[config.mk]
export PLATFORM = sky130hd
export DESIGN_NAME = t_wave_alternans_detector
export DESIGN_NICKNAME = d
export VERILOG_FILES = /design/src/rtl/twa_pkg.sv /design/src/rtl/twa_front.sv /design/src/rtl/twa_queue.sv /design/src/rtl/twa_back.sv /design/src/rtl/t_wave_alternans_detector.sv
export SDC_FILE = /design/constraint.sdc
export NUM_CORES = 2
export LEC_CHECK = 0
export BUFFER_PORTS_ARGS = -buffer_cell sky130_fd_sc_hd__buf_2
export CAP_MARGIN = 20
export CORE_MARGIN = 2
export CORE_UTILIZATION = 60
export DETAILED_ROUTE_END_ITERATION = 6
export HOLD_SLACK_MARGIN = 0.12
export PLACE_DENSITY = 0.87
export REMOVE_ABC_BUFFERS = 1
export SLEW_MARGIN = 20
export SYNTH_ARGS = -nofsm -noshare
export SYNTH_HDL_FRONTEND = slang
export SYNTH_SLANG_ARGS = --single-unit
export TNS_END_PERCENT = 50
[constraint.sdc]
create_clock -name clock -period 15.85 [get_ports clock]
set_input_delay 0.7925 -clock clock [delete_from_list [all_inputs] [get_ports clock]]
set_output_delay 0.7925 -clock clock [all_outputs]
set_load 0.01 [all_outputs]
[src/rtl/twa_pkg.sv]
// types, constants and helpers shared by the t-wave alternans detector
// depends on nothing; imported by every module of the block

package twa_pkg;

   localparam int SAMPLE_WIDTH   = 16;
   localparam int POSITION_WIDTH = 24;
   localparam int COUNT_WIDTH    = 24;
   localparam int RATIO_WIDTH    = 10;
   localparam int MAX_REPORTS    = 4;
   localparam int PRODUCT_WIDTH  = COUNT_WIDTH + RATIO_WIDTH;

   localparam logic [RATIO_WIDTH-1:0] RATIO_RESET = RATIO_WIDTH'(20);
   localparam logic [COUNT_WIDTH-1:0] COUNT_MAX   = '1;

   typedef enum logic {
      KIND_BEAT    = 1'b0,
      KIND_SUMMARY = 1'b1
   } result_kind_type;

   // one input beat
   typedef struct packed {
      logic [POSITION_WIDTH-1:0]      beat_position;
      logic signed [SAMPLE_WIDTH-1:0] t_end_amplitude;
      logic                           last_beat;
   } beat_type;

   // one result
   typedef struct packed {
      result_kind_type           result_kind;
      logic [COUNT_WIDTH-1:0]    beat_number;
      logic [POSITION_WIDTH-1:0] beat_sample_position;
      logic [COUNT_WIDTH-1:0]    flagged_count;
      logic [COUNT_WIDTH-1:0]    window_count;
      logic                      alternans_present;
      logic                      last_result;
   } result_type;

   // all results of one beat; slot 0 is the beat leaving the window,
   // slots 1..3 the held beats flushed at end of record, oldest first
   typedef struct packed {
      logic [MAX_REPORTS-1:0]                     rep_mask;
      logic [MAX_REPORTS-1:0][COUNT_WIDTH-1:0]    rep_num;
      logic [MAX_REPORTS-1:0][POSITION_WIDTH-1:0] rep_pos;
      logic                                       summary;
      logic [COUNT_WIDTH-1:0]                     flagged;
      logic [COUNT_WIDTH-1:0]                     windows;
      logic                                       alt;
   } job_type;

   // saturating increment of a counter
   function automatic logic [COUNT_WIDTH-1:0] sat_inc(input logic [COUNT_WIDTH-1:0] x);
      sat_inc = (x == COUNT_MAX) ? x : x + COUNT_WIDTH'(1);
   endfunction

   // ordinal of a beat 'back' places older than the newest one, floored at zero
   function automatic logic [COUNT_WIDTH-1:0] ord_back(input logic [COUNT_WIDTH-1:0] bc,
                                                       input logic [2:0] back);
      ord_back = (bc >= COUNT_WIDTH'(back)) ? bc - COUNT_WIDTH'(back) : '0;
   endfunction

   // magnitude of the difference of two samples
   function automatic logic [SAMPLE_WIDTH-1:0] abs_diff(input logic signed [SAMPLE_WIDTH-1:0] a,
                                                        input logic signed [SAMPLE_WIDTH-1:0] b);
      logic signed [SAMPLE_WIDTH:0] d;
      d = (SAMPLE_WIDTH+1)'(a) - (SAMPLE_WIDTH+1)'(b);
      abs_diff = d[SAMPLE_WIDTH] ? SAMPLE_WIDTH'(-d) : d[SAMPLE_WIDTH-1:0];
   endfunction

endpackage

[src/rtl/twa_front.sv]
// front end: accepts beats, keeps the three-beat window and record counters,
// builds one job per beat with results and works out the alternans verdict; uses twa_pkg

module twa_front (
   input  logic                           clock,
   input  logic                           reset,
   input  logic                           req_valid,
   output logic                           req_ready,
   input  twa_pkg::beat_type              req_data,
   input  logic [twa_pkg::RATIO_WIDTH-1:0] ratio,
   output logic                           job_valid,
   input  logic                           job_ready,
   output twa_pkg::job_type               job
);
   import twa_pkg::*;

   // held window, oldest first
   logic signed [SAMPLE_WIDTH-1:0] amp_ff [3];
   logic signed [SAMPLE_WIDTH-1:0] amp_in [3];
   logic [POSITION_WIDTH-1:0]      pos_ff [3];
   logic [POSITION_WIDTH-1:0]      pos_in [3];
   logic [2:0]                     flag_ff, flag_in;
   logic [1:0]                     held_ff, held_in;
   logic [COUNT_WIDTH-1:0]         bc_ff, bc_in;
   logic [COUNT_WIDTH-1:0]         win_ff, win_in;
   logic [COUNT_WIDTH-1:0]         flg_ff, flg_in;

   // pipeline registers
   logic                           a_valid_ff;
   job_type                        a_job_ff, a_job_in;
   logic                           b_valid_ff;
   job_type                        b_job_ff;
   logic [PRODUCT_WIDTH-1:0]       b_prod_ff;

   logic                           ready_a, ready_b, accept;
   logic                           full, pass, evict, nonempty;
   logic [SAMPLE_WIDTH-1:0]        d12, d13, d24, d34;
   logic [2:0]                     flag_upd;
   logic [COUNT_WIDTH-1:0]         bc_new, win_new, flg_final;
   logic [2:0]                     n_reports;
   logic [COUNT_WIDTH:0]           flg_sum;

   // stall chain
   assign ready_b   = !b_valid_ff || job_ready;
   assign ready_a   = !a_valid_ff || ready_b;
   assign req_ready = ready_a;
   assign accept    = req_valid && req_ready;

   // window test
   assign full = (held_ff == 2'd3);
   assign d13  = abs_diff(amp_ff[0], amp_ff[2]);
   assign d12  = abs_diff(amp_ff[0], amp_ff[1]);
   assign d24  = abs_diff(amp_ff[1], req_data.t_end_amplitude);
   assign d34  = abs_diff(amp_ff[2], req_data.t_end_amplitude);
   assign pass = full && (d13 < d12) && (d24 < d34) && (d24 < d12) && (d13 < d34);
   assign flag_upd = flag_ff | {3{pass}};
   assign evict    = full && flag_upd[0];
   assign bc_new   = sat_inc(bc_ff);
   assign win_new  = full ? sat_inc(win_ff) : win_ff;

   // next window contents
   always_comb begin
      if (full) begin
         amp_in[0] = amp_ff[1];
         amp_in[1] = amp_ff[2];
         amp_in[2] = req_data.t_end_amplitude;
         pos_in[0] = pos_ff[1];
         pos_in[1] = pos_ff[2];
         pos_in[2] = req_data.beat_position;
         flag_in   = {pass, flag_upd[2:1]};
         held_in   = 2'd3;
      end else begin
         for (int j = 0; j < 3; j++) begin
            amp_in[j]  = (2'(j) == held_ff) ? req_data.t_end_amplitude : amp_ff[j];
            pos_in[j]  = (2'(j) == held_ff) ? req_data.beat_position : pos_ff[j];
            flag_in[j] = (2'(j) == held_ff) ? 1'b0 : flag_ff[j];
         end
         held_in = held_ff + 2'd1;
      end
   end

   // job for this beat
   always_comb begin
      a_job_in            = '0;
      a_job_in.rep_mask[0] = evict;
      a_job_in.rep_num[0]  = ord_back(bc_new, 3'd4);
      a_job_in.rep_pos[0]  = pos_ff[0];
      for (int j = 0; j < 3; j++) begin
         a_job_in.rep_mask[j+1] = req_data.last_beat && flag_in[j] && (2'(j) < held_in);
         a_job_in.rep_num[j+1]  = ord_back(bc_new, {1'b0, held_in} - 3'(j));
         a_job_in.rep_pos[j+1]  = pos_in[j];
      end
      n_reports = '0;
      for (int j = 0; j < MAX_REPORTS; j++) begin
         n_reports = n_reports + 3'(a_job_in.rep_mask[j]);
      end
      flg_sum   = (COUNT_WIDTH+1)'(flg_ff) + (COUNT_WIDTH+1)'(n_reports);
      flg_final = flg_sum[COUNT_WIDTH] ? COUNT_MAX : flg_sum[COUNT_WIDTH-1:0];
      a_job_in.summary = req_data.last_beat;
      a_job_in.flagged = flg_final;
      a_job_in.windows = win_new;
      nonempty         = evict || req_data.last_beat;
   end

   // record state after this beat
   always_comb begin
      bc_in  = bc_new;
      win_in = win_new;
      flg_in = flg_final;
      if (req_data.last_beat) begin
         bc_in  = '0;
         win_in = '0;
         flg_in = '0;
      end
   end

   always_ff @(posedge clock) begin
      if (reset) begin
         for (int j = 0; j < 3; j++) begin
            amp_ff[j] <= '0;
            pos_ff[j] <= '0;
         end
         flag_ff <= '0;
         held_ff <= '0;
         bc_ff   <= '0;
         win_ff  <= '0;
         flg_ff  <= '0;
      end else if (accept) begin
         for (int j = 0; j < 3; j++) begin
            amp_ff[j] <= req_data.last_beat ? '0 : amp_in[j];
            pos_ff[j] <= req_data.last_beat ? '0 : pos_in[j];
         end
         flag_ff <= req_data.last_beat ? '0 : flag_in;
         held_ff <= req_data.last_beat ? '0 : held_in;
         bc_ff   <= bc_in;
         win_ff  <= win_in;
         flg_ff  <= flg_in;
      end
   end

   // stage a: job register
   always_ff @(posedge clock) begin
      if (reset) begin
         a_valid_ff <= 1'b0;
      end else if (ready_a) begin
         a_valid_ff <= accept && nonempty;
      end
   end

   always_ff @(posedge clock) begin
      if (ready_a) begin
         a_job_ff <= a_job_in;
      end
   end

   // stage b: flagged count times ratio
   always_ff @(posedge clock) begin
      if (reset) begin
         b_valid_ff <= 1'b0;
      end else if (ready_b) begin
         b_valid_ff <= a_valid_ff;
      end
   end

   always_ff @(posedge clock) begin
      if (ready_b) begin
         b_job_ff  <= a_job_ff;
         b_prod_ff <= PRODUCT_WIDTH'(a_job_ff.flagged) * PRODUCT_WIDTH'(ratio);
      end
   end

   // verdict and hand-off to the queue
   always_comb begin
      job     = b_job_ff;
      job.alt = (b_job_ff.windows != '0) && (b_prod_ff >= PRODUCT_WIDTH'(b_job_ff.windows));
   end

   assign job_valid = b_valid_ff;

endmodule

[src/rtl/twa_queue.sv]
// short job queue between front and back end
// depends on twa_pkg for the job type

module twa_queue #(
   parameter int DEPTH = 2
) (
   input  logic             clock,
   input  logic             reset,
   input  logic             push_valid,
   output logic             push_ready,
   input  twa_pkg::job_type push_data,
   output logic             pop_valid,
   input  logic             pop_ready,
   output twa_pkg::job_type pop_data
);
   import twa_pkg::*;

   localparam int PTR_WIDTH = (DEPTH > 1) ? $clog2(DEPTH) : 1;
   localparam int CNT_WIDTH = $clog2(DEPTH + 1);

   job_type                mem_ff [DEPTH];
   logic [PTR_WIDTH-1:0]   wr_ff, wr_in, rd_ff, rd_in;
   logic [CNT_WIDTH-1:0]   cnt_ff, cnt_in;
   logic                   push, pop;

   assign push_ready = (cnt_ff != CNT_WIDTH'(DEPTH));
   assign pop_valid  = (cnt_ff != '0);
   assign push       = push_valid && push_ready;
   assign pop        = pop_valid && pop_ready;
   assign pop_data   = mem_ff[rd_ff];

   // pointer and fill count
   always_comb begin
      wr_in  = wr_ff;
      rd_in  = rd_ff;
      cnt_in = cnt_ff;
      if (push) begin
         wr_in = (wr_ff == PTR_WIDTH'(DEPTH - 1)) ? '0 : wr_ff + PTR_WIDTH'(1);
      end
      if (pop) begin
         rd_in = (rd_ff == PTR_WIDTH'(DEPTH - 1)) ? '0 : rd_ff + PTR_WIDTH'(1);
      end
      if (push && !pop) begin
         cnt_in = cnt_ff + CNT_WIDTH'(1);
      end else if (pop && !push) begin
         cnt_in = cnt_ff - CNT_WIDTH'(1);
      end
   end

   always_ff @(posedge clock) begin
      if (reset) begin
         wr_ff  <= '0;
         rd_ff  <= '0;
         cnt_ff <= '0;
      end else begin
         wr_ff  <= wr_in;
         rd_ff  <= rd_in;
         cnt_ff <= cnt_in;
      end
   end

   // storage
   always_ff @(posedge clock) begin
      if (push) begin
         mem_ff[wr_ff] <= push_data;
      end
   end

endmodule

[src/rtl/twa_back.sv]
// back end: walks jobs, a result per free cycle, into the output register
// depends on twa_pkg for job and result types

module twa_back (
   input  logic                clock,
   input  logic                reset,
   input  logic                job_valid,
   output logic                job_ready,
   input  twa_pkg::job_type    job,
   output logic                rsp_valid,
   input  logic                rsp_ready,
   output twa_pkg::result_type rsp_data
);
   import twa_pkg::*;

   logic                   cur_valid_ff, cur_valid_in;
   job_type                cur_ff, cur_in;
   logic                   out_valid_ff;
   result_type             out_ff, out_in;
   logic                   slot_free, step, done, found;
   logic [1:0]             idx;
   logic [MAX_REPORTS-1:0] mask_rest;

   assign slot_free = !out_valid_ff || rsp_ready;
   assign step      = cur_valid_ff && slot_free;
   assign job_ready = !cur_valid_ff || (step && done);

   // oldest pending report
   always_comb begin
      idx   = '0;
      found = 1'b0;
      for (int j = MAX_REPORTS - 1; j >= 0; j--) begin
         if (cur_ff.rep_mask[j]) begin
            idx   = 2'(j);
            found = 1'b1;
         end
      end
      mask_rest      = cur_ff.rep_mask;
      mask_rest[idx] = 1'b0;
   end

   // result for this cycle
   always_comb begin
      out_in = '0;
      if (found) begin
         out_in.result_kind          = KIND_BEAT;
         out_in.beat_number          = cur_ff.rep_num[idx];
         out_in.beat_sample_position = cur_ff.rep_pos[idx];
         out_in.last_result          = (mask_rest == '0) && !cur_ff.summary;
      end else begin
         out_in.result_kind       = KIND_SUMMARY;
         out_in.flagged_count     = cur_ff.flagged;
         out_in.window_count      = cur_ff.windows;
         out_in.alternans_present = cur_ff.alt;
         out_in.last_result       = 1'b1;
      end
      done = out_in.last_result;
   end

   // current job
   always_comb begin
      cur_valid_in = cur_valid_ff;
      cur_in       = cur_ff;
      if (step) begin
         cur_in.rep_mask = mask_rest;
         if (done) begin
            cur_valid_in = 1'b0;
         end
      end
      if (job_valid && job_ready) begin
         cur_valid_in = 1'b1;
         cur_in       = job;
      end
   end

   always_ff @(posedge clock) begin
      if (reset) begin
         cur_valid_ff <= 1'b0;
         out_valid_ff <= 1'b0;
      end else begin
         cur_valid_ff <= cur_valid_in;
         if (slot_free) begin
            out_valid_ff <= step;
         end
      end
   end

   always_ff @(posedge clock) begin
      cur_ff <= cur_in;
      if (slot_free) begin
         out_ff <= out_in;
      end
   end

   assign rsp_valid = out_valid_ff;
   assign rsp_data  = out_ff;

endmodule

[src/rtl/t_wave_alternans_detector.sv]
// top level of the t-wave alternans detector: ratio register, front, queue, back
// depends on twa_pkg, twa_front, twa_queue and twa_back
//
//   channel  ports                        carries
//   req      req_valid/req_ready/req_data  one beat (position, amplitude, last flag)
//   rsp      rsp_valid/rsp_ready/rsp_data  beat reports and record summary
//   csr      csr_valid/csr_ready/csr_data  ratio_inverse write, always ready
//
// one beat accepted per cycle while req_ready is high; its job is registered in stages a and b
// a beat gives up to five results, one per cycle from the back end's output register while
// rsp_ready is high, so the result side sets the rate if several beats in a row give results
// synchronous active-high reset clears window, counters and pipeline; ratio returns to 20
// a stalled result channel fills the job queue and then holds req_ready low

module t_wave_alternans_detector #(
   parameter int QUEUE_DEPTH = 2
) (
   input  logic                            clock,
   input  logic                            reset,
   input  logic                            req_valid,
   output logic                            req_ready,
   input  twa_pkg::beat_type               req_data,
   output logic                            rsp_valid,
   input  logic                            rsp_ready,
   output twa_pkg::result_type             rsp_data,
   input  logic                            csr_valid,
   output logic                            csr_ready,
   input  logic [twa_pkg::RATIO_WIDTH-1:0] csr_data
);
   import twa_pkg::*;

   logic [RATIO_WIDTH-1:0] ratio_ff;
   logic                   f_valid, f_ready, q_valid, q_ready;
   job_type                f_job, q_job;

   // configuration register
   assign csr_ready = 1'b1;

   always_ff @(posedge clock) begin
      if (reset) begin
         ratio_ff <= RATIO_RESET;
      end else if (csr_valid && csr_ready) begin
         ratio_ff <= csr_data;
      end
   end

   twa_front u_front (
      .clock     (clock),
      .reset     (reset),
      .req_valid (req_valid),
      .req_ready (req_ready),
      .req_data  (req_data),
      .ratio     (ratio_ff),
      .job_valid (f_valid),
      .job_ready (f_ready),
      .job       (f_job)
   );

   twa_queue #(
      .DEPTH (QUEUE_DEPTH)
   ) u_queue (
      .clock      (clock),
      .reset      (reset),
      .push_valid (f_valid),
      .push_ready (f_ready),
      .push_data  (f_job),
      .pop_valid  (q_valid),
      .pop_ready  (q_ready),
      .pop_data   (q_job)
   );

   twa_back u_back (
      .clock     (clock),
      .reset     (reset),
      .job_valid (q_valid),
      .job_ready (q_ready),
      .job       (q_job),
      .rsp_valid (rsp_valid),
      .rsp_ready (rsp_ready),
      .rsp_data  (rsp_data)
   );

`ifndef SYNTHESIS
   // a summary always closes the results of its beat
   a_summary_last: assert property (@(posedge clock) disable iff (reset)
      rsp_valid && rsp_data.result_kind == KIND_SUMMARY |-> rsp_data.last_result)
      else $error("summary not marked as last result");

   // alternans needs at least one tested window
   a_alt_windows: assert property (@(posedge clock) disable iff (reset)
      rsp_valid && rsp_data.alternans_present |->
         rsp_data.result_kind == KIND_SUMMARY && rsp_data.window_count != '0)
      else $error("alternans reported without tested windows");

   // a beat report carries no record figures
   a_report_clean: assert property (@(posedge clock) disable iff (reset)
      rsp_valid && rsp_data.result_kind == KIND_BEAT |->
         rsp_data.flagged_count == '0 && rsp_data.window_count == '0)
      else $error("beat report carries summary fields");

   // nothing leaves the block in the cycle after reset
   a_reset_quiet: assert property (@(posedge clock)
      $past(reset) |-> !rsp_valid)
      else $error("result valid straight after reset");
`endif

endmodule

==> results.md <==
| Result | Value |
| --- | --- |
| # port buffers | 156 |
| Clk network pwr share | 31.8% |
| Area fraction in and, or, nand and nor cells after synthesis | 9.182% |
| Quantity of gates resized following cts | 0 |
| TritonCTS clock tree | done |
| Synthesis-stage register bit count | 1577 |
| Multiplexer share of the synthesized area | 5.831% |
| Element type at the critical path end | flip-flop |
| Largest vdd supply drop | 0.0001434 V |
| Share of synthesized flip-flops with an asynchronous set or reset | 0% |
| Remaining antenna violation count | 0 |
| Syn-to-layout area delta | 10.59% |
| Number of DRC violations after detailed routing | 0 |
| Share of layout cells above drive strength 1 | 15.05% |
| Site Rows | 127 |
| Antenna violations before repair | 16 |
| Deepest level of the CTS H-tree | 4 |
| Hold WS | 240.4 ps |
| Sum of overflow across all layers after global routing | 0 |
| Slew of the pin with the lowest slew margin | 1119 ps |
| Switching power as a share of total power | 28.30% |
| Layout Utilization | 67.01% |
| Internal power contribution | 8.278 mW |
| Global-route wire length before repair | 244900 um |
| Top flip-flop cell by instance count after synthesis | edfxtp_1 |
| Slowest CP cell | nor4_1 |
| Total Power Consumption | 11.55 mW |
| Critical path class | flip-flop to flip-flop |
| Dominant cells by area after synthesis | edfxtp_1 61%, fa_1 5.0%, mux2_2 4.9%, ha_1 4.0%, dfxtp_1 2.6% |
| Routed length per instance | 22.14 um |
| Number of setup buffers added after CTS | 0 |
| Die extent in y | 352.5 um |
| Number of vias in the routed layout | 42660 |
| Crit share post-route | 57.31% |
| Worst reg2reg endpoint | u_front.flg_ff[15] |
| Wire length after detailed routing | 156900 um |
| Maximum capacitance violations | 0 |
| Crit Reg-Reg Startpoint | u_front.amp_ff[0][32] |
| Critical path required time | 16570 ps |
| Synthesized area per cell | 14.08 sq um |
| Setup slack of the most critical reg-to-reg path | 6770 ps |
| Core ar. | 120300 sq um |
| Drt first pass iters | 6 |
| Non-filler instance count after layout | 7088 |
| Timing startpoint of the critical path | u_front.amp_ff[0][32] |
| Pin count of the biggest net entering global routing | 177 |
| Library cells used by synthesis | 104 |
| DP Cell Count | 6794 |
| Gate count after technology mapping | 5177 |
| Total Neg Setup Slack | 0 ps |
| Power density over cell area | 143.2 nW/um^2 |
| Compound-cell area share of the yosys netlist | 6.358% |
| Fraction of synthesized cell area taken by the top area cell type | 61.01% |
| Detailed Place HPWL | 96920 um |
| Iter 0 DRT Violations | 4108 |
| Sw Pwr | 3.268 mW |
| Maximum frequency from static timing analysis | 0.1101 GHz |
| Fin Clk Skew | 45.57 ps |
| Width of the chip | 352.5 um |
| FF-to-FF path depth | 38 |
| XOR/XNOR share of the synthesized area | 3.349% |
| Share of the yosys chip area belonging to registers | 63.65% |
| Peak fanout along the critical path | 28 |
| Final count of hold timing violations | 0 |
| Root Driver | clkbuf_16 |
| Relative max-transition margin | 24.84% |
| NumNets Final | 5813 |
| Setup repair after global routing missed its margin | false |
| Total leakage power | 31.72 nW |
| Termination of the worst setup path | u_front.flg_ff[15] |
| Sequential power share | 48.4% |
| Class of the most critical hold timing path | primary input to flip-flop |
| Critical path launch point type | flip-flop |
| Routability Congestion | 0.8964 |
| Hold buffer count at CTS | 0 |
| Insertion delay to the later sink of the worst-skew pair | 810 ps |
| Combinational family with the most area after synthesis | simple AND/OR/NAND/NOR gates |
| Die area | 124300 sq um |
| Clock sink count | 1577 |
| Longest Clk Path Bufs | 3 |
| Clock period minus worst slack | 9084 ps |
| Critical Path Max Stage Delay | 560 ps |
| Number of buffers created by CTS | 154 |
| Setup violation total in the final timing report | 0 |
| Worst Path Arrival | 9800 ps |
| Clk slew on worst S/H paths | 70 ps |
| Combinational group share of total power | 19.8% |
| Post-synth EDFFs | 1481 |
| Via density per instance | 6.018 |
| Synthesized area | 72890 sq um |
| Final-report max-slew violation count | 0 |
| Via count of the first global-routing pass | 44080 |
| Starting Density | 60.59% |
| Yosys warning total | 0 |
| Library cell occupying the most area in the post-synthesis netlist | edfxtp_1 |
| Adder-Cell Fraction of Synth Area | 9.113% |
| IO Count | 158 |
| Result of the run | finished, final reports clean |
| Aggregate global-route resource usage | 25.22% |
[how the worst min path moves through the flow]
stage                               start          endpoint  slack (ps)  depth (start not counted)
finish                        csr_data[4]       ratio_ff[4]         240                          2
global route                  csr_data[4]       ratio_ff[4]         230                          2
CTS                           csr_data[4]       ratio_ff[4]         190                          2
detailed placement  u_front.a_job_ff[115]  u_front.job[115]         400                          0
global placement    u_front.a_job_ff[108]  u_front.job[108]         400                          0
floorplan           u_front.a_job_ff[100]  u_front.job[100]         400                          0
[cell type report]
| class | instances | area (sq um) |
|---|---|---|
| Sequential cell | 1577 | 46400 |
| Fill cell | 7670 | 39680 |
| Multi-Input combinational cell | 3130 | 24800 |
| Clock buffer | 178 | 3985 |
| Tap cell | 1612 | 2017 |
| Timing Repair Buffer | 207 | 1216 |
| Clock inverter | 105 | 1139 |
| Inverter | 270 | 1033 |
| Antenna cell | 9 | 22.52 |
[kinds of logic after synthesis]
logic type	Yosys count
AOI/OAI and AO/OA	682
xor gates and xnor gates	269
adders and majority gates	422
buffers and inverters	470
DFF	1577
muxes	385
other	1
and+or+nand+nor	1371
[per-stage QoR]
| stage | cell area [sq um] | setup WS [ps] |
|---|---|---|
| after floorplan | 72070 | 2631 |
| after global placement | 75410 | 6700 |
| after detailed placement | 75410 | 6461 |
| after CTS | 80530 | 6906 |
| after global routing | 80600 | 5981 |
| final | 80610 | 6766 |
[sequential cells by signal, indices dropped and copies added (netlist names), named ones only]
signal and cells:
ratio_ff 10, u_back.cur_ff 246, u_back.cur_valid_ff 1, u_back.rsp_data 99, u_back.rsp_valid 1, u_front.a_job_ff 245
u_front.a_valid_ff 1, u_front.amp_ff 48, u_front.b_prod_ff 34, u_front.bc_ff 24, u_front.flag_ff 3, u_front.flg_ff 24
u_front.held_ff 2, u_front.job 245, u_front.job_valid 1, u_front.pos_ff 72, u_front.win_ff 24, u_queue.cnt_ff 2
u_queue.mem_ff 492, u_queue.rd_ff 1, u_queue.wr_ff 1
[cell usage after synthesis, drive strengths merged (28+ instances only)]
master	number
edfxtp	1481
nand2	443
nor2	323
mux2	317
inv	269
ha	234
o21ai	185
fa	183
xnor2	170
and2	161
a21oi	155
clkbuf	154
nor2b	113
xor2	98
dfxtp	96
mux2i	68
nand3	59
nor3	53
a21o	51
a222oi	48
nand2b	48
buf	46
and3	40
nand4	36
a22o	31
o21a	28
[power groups by stage]
stage	combinational, mW	sequential (mW)	clock (mW)
final	2.28	5.59	3.68
after global routing	2.47	5.63	3.86
after CTS	2.28	5.59	3.72
after detailed placement	2.24	5.66	0
after global placement	2.19	5.62	0
after floorplan	1.54	5.76	0
[worst max-delay path, delay by kind of cell (launching register included)]
kind | cells | cell delay (ps)
simple gates | 16 | 3780
fa+ha+maj | 7 | 2170
compound gates | 9 | 2050
flops | 1 | 380
xor+xnor | 2 | 350
buf+inv | 4 | 250
[metal layers]
layer	share of wire [%]	wire length (um)	up-vias	GRT usage [%]
met5	0.031	48	-	0
met4	4.0	6270	8	10.79
met3	6.8	10680	422	3.922
met2	51	79670	1812	43.49
met1	38	60270	21200	31.80
li1	-	-	19210	-
[cell usage in the layout (no fill, tap or decap), drive strengths merged, types with 36 or more instances in the layout]
cell type  count
xor2          98
nor3          53
ha           234
a21o          51
edfxtp      1481
clkbuf       178
and2         161
inv          278
buf          207
and3          40
a21oi        155
fa           183
a222oi        48
dfxtp         96
clkinv        78
nor2         323
nor2b        113
nand3         59
nand4         36
o21ai        185
xnor2        170
mux2i         68
nand2        443
mux2         317
nand2b        48
Note: power is estimated with default switching activity, not from simulation.
